--- src/hw/rtl/smsort_pkg.sv ---
// Package with the shared constants and types of the selectable-method sort engine.
package smsort_pkg;

  localparam int MAX_KEYS  = 32;
  localparam int KEY_BITS  = 16;
  localparam int DATA_W    = ((KEY_BITS + 7) / 8) * 8;
  localparam int CNT_W     = $clog2(MAX_KEYS + 1);
  localparam int SETTLE_W  = $clog2(MAX_KEYS);
  localparam int METHOD_W  = 2;

  typedef logic [KEY_BITS-1:0] key_t;

  typedef struct packed {
    logic vld;
    key_t key;
  } slot_t;

  typedef struct packed {
    logic shift;
  } cell_ctl_t;

  typedef enum logic [1:0] {
    ST_LOAD,
    ST_SETTLE,
    ST_DRAIN
  } state_t;

  typedef enum logic [METHOD_W-1:0] {
    METHOD_BUBBLE    = 2'd0,
    METHOD_SELECTION = 2'd1,
    METHOD_INSERTION = 2'd2
  } method_t;

endpackage

--- src/hw/rtl/smsort_cell.sv ---
// One compare-and-exchange cell of the sorting chain.
module smsort_cell (
  input  logic                 clk,
  input  logic                 rst_n,
  input  smsort_pkg::cell_ctl_t ctl,
  input  smsort_pkg::slot_t    from_left,
  input  smsort_pkg::slot_t    right_held,
  output smsort_pkg::slot_t    held,
  output smsort_pkg::slot_t    to_right
);

  smsort_pkg::slot_t held_r, held_nxt;
  smsort_pkg::slot_t pass_r, pass_nxt;

  always_comb begin
    held_nxt     = held_r;
    pass_nxt     = pass_r;
    pass_nxt.vld = 1'b0;
    if (ctl.shift) begin
      held_nxt = right_held;
    end else if (from_left.vld) begin
      if (!held_r.vld) begin
        held_nxt = from_left;
      end else if (from_left.key < held_r.key) begin
        held_nxt = from_left;
        pass_nxt = held_r;
      end else begin
        pass_nxt = from_left;
      end
    end
  end

  always_ff @(posedge clk) begin
    if (!rst_n) begin
      held_r.vld <= 1'b0;
      pass_r.vld <= 1'b0;
    end else begin
      held_r.vld <= held_nxt.vld;
      pass_r.vld <= pass_nxt.vld;
    end
    held_r.key <= held_nxt.key;
    pass_r.key <= pass_nxt.key;
  end

  assign held     = held_r;
  assign to_right = pass_r;

endmodule

--- src/hw/rtl/smsort_chain.sv ---
// Row of sorting cells; smaller keys stay near the head, larger keys move down.
module smsort_chain (
  input  logic                  clk,
  input  logic                  rst_n,
  input  smsort_pkg::cell_ctl_t ctl,
  input  smsort_pkg::slot_t     insert,
  output smsort_pkg::slot_t     head,
  output logic                  second_vld
);

  smsort_pkg::slot_t held_w [smsort_pkg::MAX_KEYS];
  smsort_pkg::slot_t pass_w [smsort_pkg::MAX_KEYS];

  for (genvar i = 0; i < smsort_pkg::MAX_KEYS; i++) begin : g_cell
    smsort_pkg::slot_t left_w;
    smsort_pkg::slot_t right_w;

    if (i == 0) begin : g_first
      assign left_w = insert;
    end else begin : g_mid
      assign left_w = pass_w[i-1];
    end

    if (i == smsort_pkg::MAX_KEYS - 1) begin : g_last
      assign right_w = '0;
    end else begin : g_inner
      assign right_w = held_w[i+1];
    end

    smsort_cell u_cell (
      .clk        (clk),
      .rst_n      (rst_n),
      .ctl        (ctl),
      .from_left  (left_w),
      .right_held (right_w),
      .held       (held_w[i]),
      .to_right   (pass_w[i])
    );
  end

  assign head       = held_w[0];
  assign second_vld = held_w[1].vld;

endmodule

--- src/hw/rtl/selectable_method_sort_engine_top.sv ---
// Top level of the selectable-method sort engine: load, settle and drain control.
// A word is accepted in every cycle of a set.
// After the last word the chain settles while the largest
// keys ripple down one cell per cycle, then sorted words leave at one per cycle while out_tready is high.
// Synchronous active-low reset empties the chain, clears the count and selects bubble sort.
module selectable_method_sort_engine_top (
  input  logic                            clk,
  input  logic                            rst_n,
  input  logic                            in_tvalid,
  output logic                            in_tready,
  input  logic [smsort_pkg::DATA_W-1:0]   in_tdata,  // key_value
  input  logic                            in_tlast,  // is_last
  output logic                            out_tvalid,
  input  logic                            out_tready,
  output logic [smsort_pkg::DATA_W-1:0]   out_tdata, // sorted_value
  output logic                            out_tlast, // final_flag
  input  logic                            cfg_we,
  input  logic [smsort_pkg::METHOD_W-1:0] cfg_wdata  // sort_method
);

  smsort_pkg::state_t                  state_r, state_nxt;
  logic [smsort_pkg::CNT_W-1:0]        count_r, count_nxt;
  logic [smsort_pkg::SETTLE_W-1:0]     settle_r, settle_nxt;
  logic [smsort_pkg::METHOD_W-1:0]     sort_method_r;
  smsort_pkg::cell_ctl_t               ctl;
  smsort_pkg::slot_t                   insert;
  smsort_pkg::slot_t                   head;
  logic                                second_vld;
  logic                                in_acc;
  logic                                out_acc;
  logic                                has_room;

  assign in_acc   = in_tvalid && in_tready;
  assign out_acc  = out_tvalid && out_tready;
  assign has_room = count_r < smsort_pkg::CNT_W'(smsort_pkg::MAX_KEYS);

  assign insert.vld = in_acc && has_room;
  assign insert.key = in_tdata[smsort_pkg::KEY_BITS-1:0];

  always_comb begin
    state_nxt  = state_r;
    count_nxt  = count_r;
    settle_nxt = settle_r;
    in_tready  = 1'b0;
    out_tvalid = 1'b0;
    ctl.shift  = 1'b0;
    case (state_r)
      smsort_pkg::ST_LOAD: begin
        in_tready = 1'b1;
        if (in_acc) begin
          if (has_room) begin
            count_nxt = count_r + 1'b1;
          end
          if (in_tlast) begin
            settle_nxt = '0;
            state_nxt  = smsort_pkg::ST_SETTLE;
          end
        end
      end
      smsort_pkg::ST_SETTLE: begin
        settle_nxt = settle_r + 1'b1;
        if (settle_r == smsort_pkg::SETTLE_W'(smsort_pkg::MAX_KEYS - 1)) begin
          state_nxt = smsort_pkg::ST_DRAIN;
        end
      end
      smsort_pkg::ST_DRAIN: begin
        out_tvalid = head.vld;
        ctl.shift  = out_acc;
        if (out_acc && !second_vld) begin
          count_nxt = '0;
          state_nxt = smsort_pkg::ST_LOAD;
        end
      end
      default: begin
        state_nxt = smsort_pkg::ST_LOAD;
      end
    endcase
  end

  always_ff @(posedge clk) begin
    if (!rst_n) begin
      state_r       <= smsort_pkg::ST_LOAD;
      count_r       <= '0;
      settle_r      <= '0;
      sort_method_r <= smsort_pkg::METHOD_BUBBLE;
    end else begin
      state_r  <= state_nxt;
      count_r  <= count_nxt;
      settle_r <= settle_nxt;
      if (cfg_we) begin
        sort_method_r <= cfg_wdata;
      end
    end
  end

  smsort_chain u_chain (
    .clk        (clk),
    .rst_n      (rst_n),
    .ctl        (ctl),
    .insert     (insert),
    .head       (head),
    .second_vld (second_vld)
  );

  assign out_tdata = smsort_pkg::DATA_W'(head.key);
  assign out_tlast = !second_vld;

  // Words leave the chain in ascending order within a set.
  a_ascending : assert property (@(posedge clk) disable iff (!rst_n)
    out_acc && !out_tlast |=> out_tvalid &&
      out_tdata[smsort_pkg::KEY_BITS-1:0] >= $past(out_tdata[smsort_pkg::KEY_BITS-1:0]))
    else $error("sorted words out of order");

  // Loading and draining never overlap.
  a_no_overlap : assert property (@(posedge clk) disable iff (!rst_n)
    !(in_tready && out_tvalid))
    else $error("input accepted while draining");

  // The set's key count never exceeds MAX_KEYS; further words of a set are not inserted.
  a_count_bound : assert property (@(posedge clk) disable iff (!rst_n)
    count_r <= smsort_pkg::CNT_W'(smsort_pkg::MAX_KEYS))
    else $error("key count overflow");

  // The user must write the method register only while the engine is idle; the block does not enforce it.
  a_method_idle : assert property (@(posedge clk) disable iff (!rst_n)
    state_r != smsort_pkg::ST_LOAD |=> $stable(sort_method_r))
    else $error("sort method changed during a sort");

endmodule

--- config.mk ---
export PLATFORM = sky130hd
export DESIGN_NAME = selectable_method_sort_engine_top
export DESIGN_NICKNAME = d
export VERILOG_FILES = /design/src/hw/rtl/smsort_pkg.sv /design/src/hw/rtl/smsort_cell.sv /design/src/hw/rtl/smsort_chain.sv /design/src/hw/rtl/selectable_method_sort_engine_top.sv
export SDC_FILE = /design/constraint.sdc
export NUM_CORES = 2
export LEC_CHECK = 0
export BUFFER_PORTS_ARGS = -buffer_cell sky130_fd_sc_hd__buf_2
export CAP_MARGIN = 15
export CORE_MARGIN = 4
export CORE_UTILIZATION = 40
export DETAILED_ROUTE_END_ITERATION = 10
export GPL_TIMING_DRIVEN = 0
export MAX_ROUTING_LAYER = met4
export PLACE_DENSITY_LB_ADDON = 0.25
export SLEW_MARGIN = 20
export SYNTH_ARGS = -nofsm -noshare
export SYNTH_HDL_FRONTEND = slang
export SYNTH_SLANG_ARGS = --single-unit
--- constraint.sdc ---
create_clock -name clk -period 7.3 [get_ports clk]
set_input_delay 0.365 -clock clk [delete_from_list [all_inputs] [get_ports clk]]
set_output_delay 0.365 -clock clk [all_outputs]
set_load 0.005 [all_outputs]
==> insert_results.sql <==
INSERT INTO impl_metrics (metric_group, metric, value, unit) VALUES
('route', 'detail_route.drc_violations', '0', ''),
('grt', 'grt_antenna_before_repair', '9', ''),
('sta', 'setup_viol_count_final', '0', ''),
('die', 'io_pins', '43', ''),
('worst_setup_path', 'largest_fanout_on_the_critical_path', '12', ''),
('sta', 'worstMarginPinSlew', '1.05', 'ns'),
('sta', 'grt_setup_unrepaired', 'false', ''),
('place', 'dp.final_hpwl', '99600', 'um'),
('grt', 'grt_first_pass_wirelength', '210000', 'um'),
('yosys', 'synthSimpleGateAreaFrac', '0.0923', ''),
('place', 'numPortBuffers', '38', ''),
('die', 'chipHeight', '384', 'um'),
('clocking', 'cts_made_buffers', '112', ''),
('yosys', 'main_combinational_cell_family_by_area_after_synthesis', 'adder cells', ''),
('clocking', 'cts_tree', 'built', ''),
('status', 'status', 'finished, final reports clean', ''),
('yosys', 'syn-cell-area', '0.0565', 'mm2'),
('yosys', 'synthesis.instances', '4801', ''),
('sta', 'final.setup_skew', '0.0254', 'ns'),
('final_layout', 'drive_above_1_share', '0.160', ''),
('power_and_ir_drop', 'static-leakage-power', '0.0251', 'uW'),
('clocking', 'clkLatencyLatePin', '0.73', 'ns'),
('route', 'drt-pass1-iter-count', '5', ''),
('grt', 'first_global_vias', '37062', ''),
('worst_setup_path', 'cp-end-kind', 'flip-flop', ''),
('power_and_ir_drop', 'p_total', '12700', 'uW'),
('yosys', 'postSynthRegisterBits', '1084', ''),
('yosys', 'synthesis.yosys.warnings', '0', ''),
('die', 'row_count', '137', ''),
('clocking', 'cts-root-buf', 'clkbuf_16', ''),
('clocking', 'cts_resized', '0', ''),
('sta', 'final-max-slew-violation-count', '0', ''),
('job', 'max_cap_violations', '0', ''),
('worst_setup_path', 'critical_path_arrival', '4.45', 'ns'),
('clocking', 'clkSinkCount', '1084', ''),
('final_layout', 'antenna_cells', '0', ''),
('sta', 'timing.setup.tns', '0', 'ns'),
('sta', 'final-hold-violation-count', '0', ''),
('grt', 'gr-usage-all-layers', '0.183', ''),
('die', 'die_area', '0.147', 'mm2'),
('yosys', 'synth-seq-area-share', '0.560', ''),
('yosys', 'post_synth.cell_area_avg', '11.8', 'um2'),
('yosys', 'muxShareOfSynthArea', '0.104', ''),
('sta', 'period_needed', '3.99', 'ns'),
('yosys', 'synth_edf_count', '992', ''),
('clocking', 'cts.htree.levels', '3', ''),
('worst_setup_path', 'kind_of_launch_point_of_the_worst_setup_path', 'flip-flop', ''),
('place', 'post-place-cells', '6737', ''),
('sta', 'max_slew_margin', '0.298', ''),
('route', 'detail_route.wirelength', '133000', 'um'),
('final_layout', 'multi_input_area', '0.0224', 'mm2'),
('route', 'wl_per_cell', '19.2', 'um'),
('route', 'dr.first_iter.drc_count', '2291', ''),
('yosys', 'synth_fp_nets', '5308', ''),
('final_layout', 'fin_cells', '6962', ''),
('route', 'detailroute.via_count', '36488', ''),
('power_and_ir_drop', 'power.density_cell_area', '201', 'mW/mm2'),
('die', 'initial_utilization', '0.404', ''),
('die', 'fp.coreArea', '0.140', 'mm2'),
('sta', 'max_clock_freq', '251', 'MHz'),
('final_layout', 'final_net_count', '5498', ''),
('yosys', 'yosys_most_used_dff', 'edfxtp_1', ''),
('die', 'die_x', '384', 'um'),
('grt', 'grt-ovfl-total', '0', ''),
('final_layout', 'filler_cell_count', '13029', ''),
('yosys', 'synthXorXnorAreaFrac', '0.000620', ''),
('clocking', 'clkTransAtPathRegs', '0.06', 'ns'),
('sta', 'period_share', '0.547', ''),
('min_path', 'timing.hold.worst.class', 'in -> reg', ''),
('yosys', 'synth_async_reset_ratio', '0', ''),
('clocking', 'clk_buf_depth', '3', ''),
('worst_setup_path', 'worstPathRequired', '7.76', 'ns'),
('place', 'gp_routability_congestion', '0.826', ''),
('final_layout', 'area_growth_syn_to_fin', '12.0', '%'),
('final_layout', 'seq_area', '0.0316', 'mm2'),
('route', 'antenna_left', '0', ''),
('route', 'vias_per_cell', '5.24', ''),
('worst_setup_path', 'worst_path_class_setup', 'reg -> reg', ''),
('grt', 'grt_max_degree', '18', ''),
('yosys', 'synth_cell_type_count', '56', ''),
('yosys', 'synth_compound_gate_area_share', '0.0894', ''),
('power_and_ir_drop', 'max-vdd-ir-drop', '178', 'uV'),
('yosys', 'synth_fa_ha_area_frac', '0.107', '');
-- final timing paths --
path,from,slack [ns],end,cells past startpoint
min reg2reg,u_chain.g_cell[31].u_cell.held[1],0.46,u_chain.g_cell[31].u_cell.held[1],2
max reg2reg,state_r[0],3.31,u_chain.g_cell[19].u_cell.held[10],8
max,state_r[0],3.31,u_chain.g_cell[19].u_cell.held[10],8
min,in_tlast,0.09,settle_r[3],3
-- report_power, final --
part	internal [uW]	switching (uW)
clock	3330	2510
combinational	70.0	79.4
sequential	6700	14.0
total	10100	2610
-- layout make-up --
cell class	count	share of cell area
repair buffers	76	0.00935
well taps	1876	0.0371
inverters	487	0.0289
clock inverters	56	0.00828
multi-input cells	3041	0.353
clock buffers	153	0.0502
flip-flops and latches	1084	0.500
plain buffers	189	0.0136
-- worst max-delay path, stage by stage (launching register included) --
cell and delay (ns):
dfxtp_1 0.31, clkbuf_1 0.34, nand4b_1 0.16, buf_2 0.25, clkbuf_1 0.66, clkbuf_1 0.55
buf_1 0.83, a31oi_2 0.37, buf_6 0.26
-- layer usage --
layer	global-route usage	vias up	share of wire	wire length (um)
met5	-	-	0	0
met4	0.0417	0	0.022	2900
met3	0.0244	203	0.036	4870
met2	0.293	630	0.47	62300
met1	0.250	17872	0.47	63300
li1	-	17783	-	-
-- kinds of logic (layout without fill, tap and decap cells) --
kind of cell    Yosys count  after routing
simple gates           1159           1159
flops                  1084           1084
compound gates          879            879
buf+inv                 676            961
mux                     516            516
fa+ha+maj               483            483
xor+xnor                  4              4
-- stage by stage --
step / hold slack, ns / util / cell area [um2] / setup WS, ns
2_1_floorplan: 0.435 / - / 56500 / 4.16
5_1_grt: 0.0586 / 0.453 / 63300 / 3.17
3_3_place_gp: 0.443 / 0.422 / 59100 / 2.62
6_report: 0.0934 / 0.453 / 63300 / 3.31
3_5_place_dp: 0.447 / 0.425 / 59500 / 3.27
4_1_cts: 0.0256 / 0.453 / 63300 / 3.27
-- Yosys cell counts, types with 27 or more instances --
| cell type | n | area share |
|---|---|---|
| a2111oi_0 | 41 | 0.0064 |
| a21oi_1 | 140 | 0.012 |
| a31oi_1 | 27 | 0.0030 |
| and3_1 | 30 | 0.0033 |
| buf_4 | 27 | 0.0036 |
| clkbuf_1 | 143 | 0.0095 |
| dfxtp_1 | 92 | 0.033 |
| edfxtp_1 | 992 | 0.53 |
| ha_1 | 483 | 0.11 |
| inv_1 | 487 | 0.032 |
| mux2_2 | 480 | 0.096 |
| nand2_1 | 683 | 0.045 |
| nand2b_1 | 48 | 0.0053 |
| nand3_1 | 29 | 0.0026 |
| nand4_1 | 77 | 0.0085 |
| nor2_1 | 122 | 0.0081 |
| nor3_1 | 54 | 0.0048 |
| nor3b_1 | 31 | 0.0041 |
| o21a_1 | 42 | 0.0056 |
| o21ai_0 | 535 | 0.047 |
-- layout by cell type, fill, tap and decap left out, types with 13 or more instances in the layout --
cell type      Yosys  routed
nor3b_1           31      31
clkbuf_1         143     163
buf_4             27      27
nand4_1           77      77
a21o_1            13      13
edfxtp_1         992     992
mux2_2           480     480
buf_2             10      49
clkinv_2           0      21
nor2b_1           19      19
clkbuf_16          0     115
clkbuf_8           0      16
a21oi_1          140     140
o21a_1            42      42
a31oi_2            0      19
clkinv_1           0      20
nand2b_1          48      48
mux2i_1           18      18
buf_6              0      21
dfxtp_1           92      92
nand2_1          683     683
nand3_1           29      29
nor3_1            54      54
dlygate4sd3_1      0      16
inv_1            487     487
mux2_4            18      18
and3_1            30      30
and2_1            26      26
o21ai_0          535     535
a2111oi_0         41      41
ha_1             483     483
nor2_1           122     115
-- state kept, by name, indices dropped and copies added, names as in the netlist --
signal and flops:
count_r 6, settle_r 5, u_chain.g_cell.u_cell.held 544, state_r 2
u_chain.g_cell.u_cell.to_right 527
-- what timing repair did --
item,CTS,global route
hold buffers,16,0
hold endpoints to repair,32,0
setup buffers,0,0
No activity file was read; power rests on OpenSTA's default activity.
